<file path="src/rtl/mcta_pkg.sv">
// Shared constants and types for the multichannel trimmed-mean averager.
package mcta_pkg;

	localparam int SAMPLE_W     = 12;
	localparam int CHANNEL_W    = 4;
	localparam int MV_W         = 12;
	localparam int QUOT_W       = 12;
	localparam int MV_SCALE     = 3300;
	localparam int MV_SHIFT     = 12;
	localparam int SAMPLE_MAX   = 4095;
	localparam int IN_TDATA_W   = 16;
	localparam int OUT_TDATA_W  = 16;
	localparam int DEF_CHANNELS = 4;
	localparam int DEF_SAMPLES  = 16;

	typedef enum logic [5:0] {
		ST_ACC   = 6'b000001,
		ST_ISSUE = 6'b000010,
		ST_RD    = 6'b000100,
		ST_DIV   = 6'b001000,
		ST_MUL   = 6'b010000,
		ST_OUT   = 6'b100000
	} state_t;

endpackage

</file>
<file path="src/rtl/mcta_ram.sv">
// Generic single-write, single-read RAM with registered read data.
module mcta_ram #(
	parameter int WIDTH = 8,
	parameter int DEPTH = 4
) (
	input  logic                                     clk,
	input  logic                                     we,
	input  logic [((DEPTH > 1) ? $clog2(DEPTH) : 1)-1:0] waddr,
	input  logic [WIDTH-1:0]                         wdata,
	input  logic                                     re,
	input  logic [((DEPTH > 1) ? $clog2(DEPTH) : 1)-1:0] raddr,
	output logic [WIDTH-1:0]                         rdata
);

	logic [WIDTH-1:0] mem [DEPTH];

	always_ff @(posedge clk) begin
		if (we) begin
			mem[waddr] <= wdata;
		end
		if (re) begin
			rdata <= mem[raddr];
		end
	end

endmodule

</file>
<file path="src/rtl/multichannel_trimmed_mean_adc_unit.sv">
// Top level: per-channel trimmed-mean averager with millivolt scaling.
//
// Input stream (s_*): one 12-bit sample per beat, channels interleaved,
// channel 0 first; a frame is SAMPLES rows of CHANNELS samples.
// Output stream (m_*): after the last sample of a frame, CHANNELS beats in
// channel order, each {millivolts, channel}; m_tlast marks the last channel.
// Result = ((sum - max - min) / (SAMPLES-2)) * 3300 / 4096, truncated.
//
// Throughput: one sample per cycle inside a frame. Per-channel state sits in
// one RAM entry {sum, max, min}; a sample reads its entry on the accept edge
// and writes it back the next cycle. A back-to-back hit on the same entry
// (only with one channel) is forwarded from the write stage.
// Frame end: input stalls for the burst. Each result steps through read
// issue, read data, reciprocal multiply for the divide, scale multiply and
// output beat. The burst starts on the last sample's write-back; input
// resumes once the last channel's beat is taken.
// The first row of a frame ignores RAM contents, so no clearing is needed.
// Reset: counters and FSM return to idle; the RAM is not cleared.
// Receiver stall: the output beat holds until m_tready; nothing is lost.
module multichannel_trimmed_mean_adc_unit #(
	parameter int CHANNELS = mcta_pkg::DEF_CHANNELS,
	parameter int SAMPLES  = mcta_pkg::DEF_SAMPLES
) (
	input  logic                             clk,
	input  logic                             arst_n,
	input  logic                             s_tvalid,
	output logic                             s_tready,
	input  logic [mcta_pkg::IN_TDATA_W-1:0]  s_tdata,  // [11:0] sample, [15:12] zero
	output logic                             m_tvalid,
	input  logic                             m_tready,
	output logic [mcta_pkg::OUT_TDATA_W-1:0] m_tdata,  // [3:0] channel, [15:4] millivolts
	output logic                             m_tlast   // last channel of the frame
);

	localparam int CH_W    = (CHANNELS > 1) ? $clog2(CHANNELS) : 1;
	localparam int ROW_W   = $clog2(SAMPLES);
	localparam int SUM_W   = $clog2(SAMPLES * mcta_pkg::SAMPLE_MAX + 1);
	localparam int SW      = mcta_pkg::SAMPLE_W;
	localparam int ENTRY_W = SUM_W + 2 * SW;
	localparam int DIVISOR = (SAMPLES > 2) ? SAMPLES - 2 : 1;
	// floor(x / DIVISOR) == (x * RECIP) >> RECIP_SH for every x below 2**SUM_W
	localparam int RECIP_SH = SUM_W + $clog2(DIVISOR);
	localparam int RECIP_W  = SUM_W + 1;
	localparam int QPROD_W  = SUM_W + RECIP_W;
	localparam int MPROD_W  = 2 * mcta_pkg::QUOT_W;
	localparam longint RECIP_VAL =
		((longint'(1) << RECIP_SH) + longint'(DIVISOR - 1)) / longint'(DIVISOR);
	localparam logic [RECIP_W-1:0] RECIP    = RECIP_W'(RECIP_VAL);
	localparam logic [CH_W-1:0]    LAST_CH  = CH_W'(CHANNELS - 1);
	localparam logic [ROW_W-1:0]   LAST_ROW = ROW_W'(SAMPLES - 1);

	mcta_pkg::state_t state_q;

	// input side counters
	logic [CH_W-1:0]  pos_q;
	logic [ROW_W-1:0] row_q;
	logic             s_fire;
	logic             frame_end;

	// write-back stage
	logic               valid_s1;
	logic               first_s1;
	logic               last_s1;
	logic               fwd_s1;
	logic [CH_W-1:0]    pos_s1;
	logic [SW-1:0]      sample_s1;
	logic [ENTRY_W-1:0] fwd_data_s1;

	// RAM ports
	logic               ram_we;
	logic               ram_re;
	logic [CH_W-1:0]    ram_raddr;
	logic [ENTRY_W-1:0] ram_wdata;
	logic [ENTRY_W-1:0] ram_rdata;

	// read-modify-write datapath
	logic [ENTRY_W-1:0] old_entry;
	logic [SUM_W-1:0]   old_sum;
	logic [SW-1:0]      old_max;
	logic [SW-1:0]      old_min;
	logic [SUM_W-1:0]   new_sum;
	logic [SW-1:0]      new_max;
	logic [SW-1:0]      new_min;

	// output side
	logic [CH_W-1:0]                  out_ch_q;
	logic [SUM_W-1:0]                 trim_q;
	logic [mcta_pkg::QUOT_W-1:0]      quot_q;
	logic [mcta_pkg::OUT_TDATA_W-1:0] out_q;
	logic [SUM_W-1:0]                 trimmed;
	logic [QPROD_W-1:0]               quot_prod;
	logic [MPROD_W-1:0]               prod;
	logic [mcta_pkg::MV_W-1:0]        mv;

	// input handshake: hold off while the frame's last write is in flight
	assign s_tready  = (state_q == mcta_pkg::ST_ACC) && !(valid_s1 && last_s1);
	assign s_fire    = s_tvalid && s_tready;
	assign frame_end = (pos_q == LAST_CH) && (row_q == LAST_ROW);

	always_ff @(posedge clk or negedge arst_n) begin
		if (!arst_n) begin
			pos_q    <= '0;
			row_q    <= '0;
			valid_s1 <= 1'b0;
		end else begin
			valid_s1 <= s_fire;
			if (s_fire) begin
				if (pos_q == LAST_CH) begin
					pos_q <= '0;
					row_q <= frame_end ? '0 : row_q + 1'b1;
				end else begin
					pos_q <= pos_q + 1'b1;
				end
			end
		end
	end

	// write-back stage payload; forward when the same entry is written this cycle
	always_ff @(posedge clk) begin
		if (s_fire) begin
			sample_s1   <= s_tdata[SW-1:0];
			pos_s1      <= pos_q;
			first_s1    <= (row_q == '0);
			last_s1     <= frame_end;
			fwd_s1      <= valid_s1 && (pos_s1 == pos_q);
			fwd_data_s1 <= ram_wdata;
		end
	end

	assign old_entry = fwd_s1 ? fwd_data_s1 : ram_rdata;
	assign old_sum   = old_entry[ENTRY_W-1 -: SUM_W];
	assign old_max   = old_entry[2*SW-1 -: SW];
	assign old_min   = old_entry[SW-1:0];

	always_comb begin
		if (first_s1) begin
			new_sum = SUM_W'(sample_s1);
			new_max = sample_s1;
			new_min = sample_s1;
		end else begin
			new_sum = old_sum + SUM_W'(sample_s1);
			new_max = (sample_s1 > old_max) ? sample_s1 : old_max;
			new_min = (sample_s1 < old_min) ? sample_s1 : old_min;
		end
	end

	assign ram_wdata = {new_sum, new_max, new_min};
	assign ram_we    = valid_s1;
	assign ram_re    = s_fire || (state_q == mcta_pkg::ST_ISSUE);
	assign ram_raddr = (state_q == mcta_pkg::ST_ISSUE) ? out_ch_q : pos_q;

	mcta_ram #(
		.WIDTH (ENTRY_W),
		.DEPTH (CHANNELS)
	) u_state_ram (
		.clk   (clk),
		.we    (ram_we),
		.waddr (pos_s1),
		.wdata (ram_wdata),
		.re    (ram_re),
		.raddr (ram_raddr),
		.rdata (ram_rdata)
	);

	// frame-end datapath: trim, divide by reciprocal multiply, scale
	assign trimmed   = ram_rdata[ENTRY_W-1 -: SUM_W]
		- SUM_W'(ram_rdata[2*SW-1 -: SW]) - SUM_W'(ram_rdata[SW-1:0]);
	assign quot_prod = QPROD_W'(trim_q) * QPROD_W'(RECIP);
	assign prod      = MPROD_W'(quot_q) * MPROD_W'(mcta_pkg::MV_SCALE);
	assign mv        = prod[mcta_pkg::MV_SHIFT +: mcta_pkg::MV_W];

	always_ff @(posedge clk or negedge arst_n) begin
		if (!arst_n) begin
			state_q  <= mcta_pkg::ST_ACC;
			out_ch_q <= '0;
		end else begin
			case (state_q)
				mcta_pkg::ST_ACC: begin
					if (valid_s1 && last_s1) begin
						out_ch_q <= '0;
						state_q  <= mcta_pkg::ST_ISSUE;
					end
				end
				mcta_pkg::ST_ISSUE: begin
					state_q <= mcta_pkg::ST_RD;
				end
				mcta_pkg::ST_RD: begin
					state_q <= mcta_pkg::ST_DIV;
				end
				mcta_pkg::ST_DIV: begin
					state_q <= mcta_pkg::ST_MUL;
				end
				mcta_pkg::ST_MUL: begin
					state_q <= mcta_pkg::ST_OUT;
				end
				mcta_pkg::ST_OUT: begin
					if (m_tready) begin
						if (out_ch_q == LAST_CH) begin
							state_q <= mcta_pkg::ST_ACC;
						end else begin
							out_ch_q <= out_ch_q + 1'b1;
							state_q  <= mcta_pkg::ST_ISSUE;
						end
					end
				end
				default: begin
					state_q <= mcta_pkg::ST_ACC;
				end
			endcase
		end
	end

	// trimmed sum, quotient and output payload registers
	always_ff @(posedge clk) begin
		if (state_q == mcta_pkg::ST_RD) begin
			trim_q <= trimmed;
		end
		if (state_q == mcta_pkg::ST_DIV) begin
			quot_q <= quot_prod[RECIP_SH +: mcta_pkg::QUOT_W];
		end
		if (state_q == mcta_pkg::ST_MUL) begin
			out_q <= {mv, mcta_pkg::CHANNEL_W'(out_ch_q)};
		end
	end

	assign m_tvalid = (state_q == mcta_pkg::ST_OUT);
	assign m_tdata  = out_q;
	assign m_tlast  = m_tvalid && (out_ch_q == LAST_CH);

	// input and output phases never overlap
	a_no_overlap: assert property (@(posedge clk) disable iff (!arst_n)
		!(s_tready && m_tvalid))
		else $error("input ready during result burst");

	// scaled result stays inside the converter range
	a_mv_range: assert property (@(posedge clk) disable iff (!arst_n)
		m_tvalid |-> (m_tdata[15:4] <= 12'd3299))
		else $error("millivolts out of range");

	// the frame's final write-back starts the burst
	a_burst_start: assert property (@(posedge clk) disable iff (!arst_n)
		(state_q == mcta_pkg::ST_ACC) && valid_s1 && last_s1
		|=> state_q == mcta_pkg::ST_ISSUE)
		else $error("burst did not start at frame end");

	// scaling always follows the divide step
	a_div_done: assert property (@(posedge clk) disable iff (!arst_n)
		(state_q == mcta_pkg::ST_MUL) |-> $past(state_q == mcta_pkg::ST_DIV))
		else $error("scale step without divide");

endmodule

</file>
<file path="config.mk">
export PLATFORM = sky130hd
export DESIGN_NAME = multichannel_trimmed_mean_adc_unit
export DESIGN_NICKNAME = d
export VERILOG_FILES = /design/src/rtl/mcta_pkg.sv /design/src/rtl/mcta_ram.sv /design/src/rtl/multichannel_trimmed_mean_adc_unit.sv
export SDC_FILE = /design/constraint.sdc
export NUM_CORES = 1
export LEC_CHECK = 0
export ABC_AREA = 1
export BUFFER_PORTS_ARGS = -buffer_cell sky130_fd_sc_hd__buf_2
export CORE_ASPECT_RATIO = 1.4
export CORE_UTILIZATION = 55
export CTS_CLUSTER_DIAMETER = 150
export DETAILED_ROUTE_END_ITERATION = 10
export GPL_ROUTABILITY_DRIVEN = 0
export PLACE_DENSITY = 0.79
export SYNTH_ARGS = -nofsm -noshare
export SYNTH_HDL_FRONTEND = slang
export SYNTH_SLANG_ARGS = --single-unit
</file>
<file path="constraint.sdc">
create_clock -name clk -period 14 [get_ports clk]
set_input_delay 0 -clock clk [delete_from_list [all_inputs] [get_ports clk]]
set_output_delay 0 -clock clk [all_outputs]
set_load 0.01 [all_outputs]
</file>
==> impl_metrics.toml, run 1 <==
[synthesis]
netlist_top_cells_area = "edfxtp_1 (42%), ha_1 (14%), nand2_1 (9.4%)"
syn_area_mm2 = 0.0213
syn-mean-instance-area_um2 = 9.81
ys_types = 45
synth_seq_cells = 314
synth.yosys.warnings = 0
synth_top_cell_by_area = "edfxtp_1"
syn_inst = 2172
yosysTopAreaCellShare_pct = 42.2
seq_area_frac_synth_pct = 43.9

[layout]
layout_commonest_cell = "nand2_1"
multi_input_area_mm2 = 0.0102
final-seq-area_mm2 = 0.00936
postLayoutCoreUtil_pct = 61.0
n_antenna_cell = 0
drive_gt1_share_pct = 8.02
syn_to_final_growth_pct = 8.44
layout_common_cells = "nand2_1 (533), inv_1 (394), edfxtp_1 (299)"
fill_cells = 2953
final_nets = 2569

[cts]
path_clk_slew_ns = 0.06
clkLatencyLatePin_ns = 0.57
clockBufferDepth = 3
root_buffer = "clkbuf_16"
cts_sinks = 314
cts_made_buffers = 30
h-tree-depth = 1
cts_tree = "yes"

[die]
die_w_um = 168
die_height_um = 235
fp.dieArea_mm2 = 0.0395
fp.coreArea_mm2 = 0.0378
start_util_pct = 56.3
ios = 39
core.rowCount = 84

[timing]
hold_violations = 0
clock.fmax_ghz = 0.206
setup_tns_ns = 0
period_minus_slack_ns = 4.86
finalSetupViolCount = 0
period_share_pct = 34.7
maxSlewHeadroom_pct = 33.0
timing.final.max_slew_violations = 0
tightest_slew_ns = 1.01
rsz0062_at_grt = "no"
fin_worst_skew_ns = 0.0201

[grt]
antenna_found_initial = 0
grt_overflow = 0
grt_first_pass_wirelength_um = 73700
grt_pass1_vias = 15400
grt_max_degree = 89
grtUsageTotal_pct = 23.4

[setup_path]
crit_type = "reg2reg"
crit_fanout = 4
crit_family = "adder cells"
cp-startpoint = "trim_q[13]"
cp-start-kind = "register"
cp_slowest_cell = "fa_1"
regToRegEndpoint = "quot_q[4]"
r2r_slack_ns = 9.14
path_depth = 18
worstPathRequired_ns = 14.31
reg2reg_from = "trim_q[13]"
crit_path_cell_trace = "ha_1 > ha_1 > inv_1 > fa_1 > inv_1 > fa_1 > inv_1 > fa_1 > inv_1 > fa_1 > ha_1 > nand2_1 > nor2_1 > nand2_1 > nor2_1 > o21ai_0 > nand4_1 > nand2_1"
end_kind = "register"
reg2regPathDepth = 18
critPathBufInv = 4
cp-endpoint = "quot_q[4]"
critPathMaxStageDelay_ns = 0.53
worstPathArrival_ns = 5.17

[detailed_routing]
drt-wirelength-per-cell_um = 16.7
routed_wirelength_um = 45500
drc_errors = 0
dr.pass1.iters = 6
drtAntennaViolNets = 0
num_vias = 14900
drt_iter0_markers = 882
via_per_inst = 5.50

[status]
status = "complete, no violations"

[flow_run]
max_cap_viol_count = 0

[placement]
dp_hpwl_um = 32400
port_buffers = 32

[min_path]
min_path_type = "in2reg"
==> stage by stage <==
stage / worst slack, ns / instance area, um^2 / cells / hold slack, ns
3_3_place_gp: 9.23 / 21900 / 2646 / -0.0831
4_1_cts: 9.16 / 23100 / 2718 / 0.119
6_report: 9.14 / 23100 / 2718 / 0.153
5_1_grt: 8.90 / 23100 / 2718 / 0.142
3_5_place_dp: 9.18 / 21900 / 2646 / -0.0827
2_1_floorplan: 9.62 / 21300 / 2173 / -0.296
==> synthesized netlist by cell type (all sizes together) <==
cell type	number
edfxtp	299
nor2	113
o31ai	1
mux2i	2
nor3	8
a21boi	4
o211ai	80
or2	17
a31oi	2
nand3b	14
inv	399
dfrtp	14
nand4	15
buf	29
ha	241
dfstp	1
and2	2
o21a	2
nand3	89
nand2	538
fa	87
xnor2	9
a21o	8
xor2	22
a221oi	1
o21bai	13
a211oi	1
clkbuf	16
a21oi	78
and3	1
conb	1
o21ai	65
==> what timing repair did <==
item,4_1_cts,5_1_grt
endpoints found under the hold margin,30,0
gates resized for setup,0,0
buffers inserted,0,0
hold buffers,16,0
==> sequential cells by signal, indices dropped and copies added, names as in the netlist, 4 cells and up <==
| register | cells |
|---|---|
| u_state_ram.rdata | 40 |
| u_state_ram.mem | 160 |
| state_q | 6 |
| m_tdata | 14 |
| trim_q | 16 |
| quot_q | 12 |
| sample_s1 | 12 |
| row_q | 4 |
| fwd_data_s1 | 40 |
==> final cells by class <==
| type | count | share of cell area (%) |
|---|---|---|
| Sequential cell | 314 | 40.5 |
| Tap cell | 473 | 2.56 |
| Clock inverter | 22 | 1.03 |
| Clock buffer | 34 | 3.41 |
| Multi-Input combinational cell | 1415 | 44.2 |
| Timing Repair Buffer | 61 | 1.81 |
| Inverter | 399 | 6.49 |
==> worst reg2reg max path: stages, from the launching register on <==
cell and delay [ns]:
edfxtp_1 0.49, ha_1 0.35, ha_1 0.28, inv_1 0.06, fa_1 0.50, inv_1 0.06, fa_1 0.52, inv_1 0.05
fa_1 0.53, inv_1 0.06, fa_1 0.45, ha_1 0.35, nand2_1 0.11, nor2_1 0.27, nand2_1 0.09, nor2_1 0.08
o21ai_0 0.16, nand4_1 0.14, nand2_1 0.07
==> routing by layer <==
layer	share of wire [%]	track usage, %	vias to the layer above
met3	4.1	2.26	116
met2	55	45.7	391
met4	3.8	10.5	0
li1	-	-	7258
met5	0	0	-
met1	37	25.2	7173
==> logic make-up after synthesis <==
logic type               share of synthesized area, %
other                                          0.0176
adder cells (fa/ha/maj)                          22.3
XOR/XNOR                                         1.27
AO/OA/AOI/OAI                                    8.50
flip-flops                                       43.9
buffers and inverters                            8.40
AND/OR/NAND/NOR                                  15.5
multiplexers                                   0.0940
==> how the worst min path moves through the flow <==
stage	slack (ns)	to	cells after the start	startpoint
after detailed placement	-0.08	row_q[2]	1	arst_n
after global routing	0.14	sample_s1[4]	2	s_tdata[4]
after global placement	-0.08	row_q[1]	1	arst_n
final	0.15	sample_s1[3]	2	s_tdata[3]
after floorplan	-0.30	out_ch_q[0]	0	arst_n
after CTS	0.12	sample_s1[3]	2	s_tdata[3]
Power of run 1 is not shown: default switching activity piles up to over one toggle a cycle in this logic, so the estimate is an artifact.
==> inputs of run 2 (changes only) <==
--- a/config.mk
+++ b/config.mk
@@ -12,7 +12,7 @@
 export CTS_CLUSTER_DIAMETER = 150
 export DETAILED_ROUTE_END_ITERATION = 10
 export GPL_ROUTABILITY_DRIVEN = 0
-export PLACE_DENSITY = 0.79
+export PLACE_DENSITY = 0.82
 export SYNTH_ARGS = -nofsm -noshare
 export SYNTH_HDL_FRONTEND = slang
 export SYNTH_SLANG_ARGS = --single-unit
==> constraint.sdc (replaced) <==
create_clock -name clk -period 4.2 [get_ports clk]
set_input_delay 0 -clock clk [delete_from_list [all_inputs] [get_ports clk]]
set_output_delay 0 -clock clk [all_outputs]
set_load 0.01 [all_outputs]
==> run 2 against run 1 <==
Compared with the run above:
- non-clock buffer count grew 89
- fmax grew 9.7%
- register-to-register slack lost 9.4 ns
- worst setup slack lost 9.4 ns
- highest routed layer unchanged
- the run now ends with setup timing left
- wire length grew 10%
- critical endpoint is now quot_q[7]
- worst hold slack lost 0.029 ns
==> impl_metrics.toml, run 2 (synthesized netlist as in run 1, its figures left out) <==
[setup_path]
crit_fanout = 4
worstPathArrival_ns = 4.79
cp-start-kind = "register"
critPathMaxStageDelay_ns = 0.56
r2r_slack_ns = -0.23
reg2regPathDepth = 19
crit_path_cell_trace = "ha_1 > ha_1 > inv_2 > fa_1 > inv_1 > fa_1 > inv_2 > fa_1 > inv_2 > fa_2 > ha_4 > a21oi_2 > o21ai_1 > nor2_1 > nand2_2 > nand2_2 > nand2_2 > nand2_1 > nand2_1"
regToRegEndpoint = "quot_q[7]"
end_kind = "register"
cp-endpoint = "quot_q[7]"
crit_type = "reg2reg"
cp_slowest_cell = "fa_2"
cp-startpoint = "trim_q[14]"
worstPathRequired_ns = 4.55
reg2reg_from = "trim_q[14]"

[cts]
cts_made_buffers = 30
clockBufferDepth = 3
root_buffer = "clkbuf_16"
path_clk_slew_ns = 0.07
cts_tree = "yes"
h-tree-depth = 1
clkLatencyLatePin_ns = 0.59
cts_sinks = 314

[detailed_routing]
drc_errors = 0
via_per_inst = 5.63
routed_wirelength_um = 50100
drt-wirelength-per-cell_um = 17.9
drtAntennaViolNets = 0
num_vias = 15800
drt_iter0_markers = 1177
dr.pass1.iters = 8

[layout]
n_antenna_cell = 0
postLayoutCoreUtil_pct = 64.5
drive_gt1_share_pct = 17.0
largest_reg_flops = 160
syn_to_final_growth_pct = 14.6
top_register = "u_state_ram.mem"
top_regs = "u_state_ram.mem (160), fwd_data_s1 (40), u_state_ram.rdata (40)"
final-seq-area_mm2 = 0.00936
fin_area_mm2 = 0.0244
layout_commonest_cell = "nand2_1"
final_nets = 2658
fill_cells = 2703
multi_input_area_mm2 = 0.0109
layout_common_cells = "nand2_1 (503), inv_1 (375), edfxtp_1 (299)"

[timing]
hold_violations = 0
worst_slack_ns = -0.233
timing.final.max_slew_violations = 0
clock.fmax_ghz = 0.226
period_share_pct = 106
tightest_slew_ns = 1.15
setup_tns_ns = -2.09
maxSlewHeadroom_pct = 23.2
rsz0062_at_grt = "yes"
fin_worst_skew_ns = 0.0283
finalSetupViolCount = 19
period_minus_slack_ns = 4.43

[grt]
grt_first_pass_wirelength_um = 80100
antenna_found_initial = 0
met2_usage_pct = 48.7
grt_max_degree = 161
top_usage_layer = "met2"
grt_pass1_vias = 16400
grt_overflow = 0
grtUsageTotal_pct = 25.5
use_met1_pct = 26.9
grt_use_met3_pct = 2.80

[status]
status = "finished, violations left"
violations = "setup timing"

[die]
fp.dieArea_mm2 = 0.0395
fp.coreArea_mm2 = 0.0378
core.rowCount = 84
ios = 39
die_w_um = 168
die_height_um = 235
start_util_pct = 56.3

[placement]
port_buffers = 32
dp_hpwl_um = 34800
place_area_mm2 = 0.0226

[flow_run]
max_cap_viol_count = 0

[min_path]
hold-path-cell-count = 2
min_path_type = "in2reg"
-- run 2: cell count changes in the layout (fill, tap and decap cells not counted), moves of 8 or more --
cell / before / now
ha_4: 0 / 24
nor2_4: 5 / 14
a21oi_2: 0 / 15
o21ai_0: 51 / 43
a21oi_1: 78 / 62
inv_1: 394 / 375
inv_2: 5 / 24
nand2_2: 3 / 28
buf_4: 13 / 97
nor2_2: 2 / 14
ha_1: 241 / 216
nand2_1: 533 / 503
nor2_1: 106 / 85
-- run 2: how the worst min path moves through the flow --
stage	to	slack (ns)	startpoint
floorplan	out_ch_q[0]	-0.30	arst_n
CTS	sample_s1[6]	0.12	s_tdata[6]
global placement	row_q[1]	-0.08	arst_n
finish	sample_s1[4]	0.12	s_tdata[4]
global route	sample_s1[4]	0.12	s_tdata[4]
detailed placement	row_q[1]	-0.08	arst_n
-- run 2: final cells by class --
class	instances	area share (%)
flip-flops and latches	314	38.3
well taps	473	2.42
clock inverters	22	0.969
repair buffers	150	4.52
multi-input cells	1415	44.5
clock buffers	33	3.12
inverters	399	6.14
-- run 2: what timing repair did --
action / in CTS / in global routing
pin swaps: 44 / 56
endpoints found under the setup margin: 23 / 24
resized for setup: 58 / 73
hold buffers: 17 / 0
endpoints found under the hold margin: 36 / 0
setup buffers: 1 / 14
-- run 2: per-stage QoR --
stage	setup slack, ns	instances	hold slack, ns
2_1_floorplan	0.00181	2173	-0.296
3_3_place_gp	-0.190	2719	-0.0808
3_5_place_dp	-0.280	2719	-0.0779
4_1_cts	-0.154	2792	0.115
5_1_grt	-0.400	2806	0.120
6_report	-0.233	2806	0.124
-- run 2: per-layer routing --
| metal | up-vias | share of wire, % |
|---|---|---|
| met5 | - | 0 |
| met1 | 7554 | 35 |
| li1 | 7445 | - |
| met3 | 181 | 4.8 |
| met2 | 615 | 54 |
| met4 | 0 | 5.3 |
-- run 2: worst max-delay path: cells and delay by family, from the launching register on --
kind / cells / cell delay, ns
flip-flops: 1 / 0.43
AO/OA/AOI/OAI: 2 / 0.22
buffers and inverters: 4 / 0.19
adder cells (fa/ha/maj): 7 / 2.86
AND/OR/NAND/NOR: 6 / 0.53
Power of run 2 is left out for the same reason.
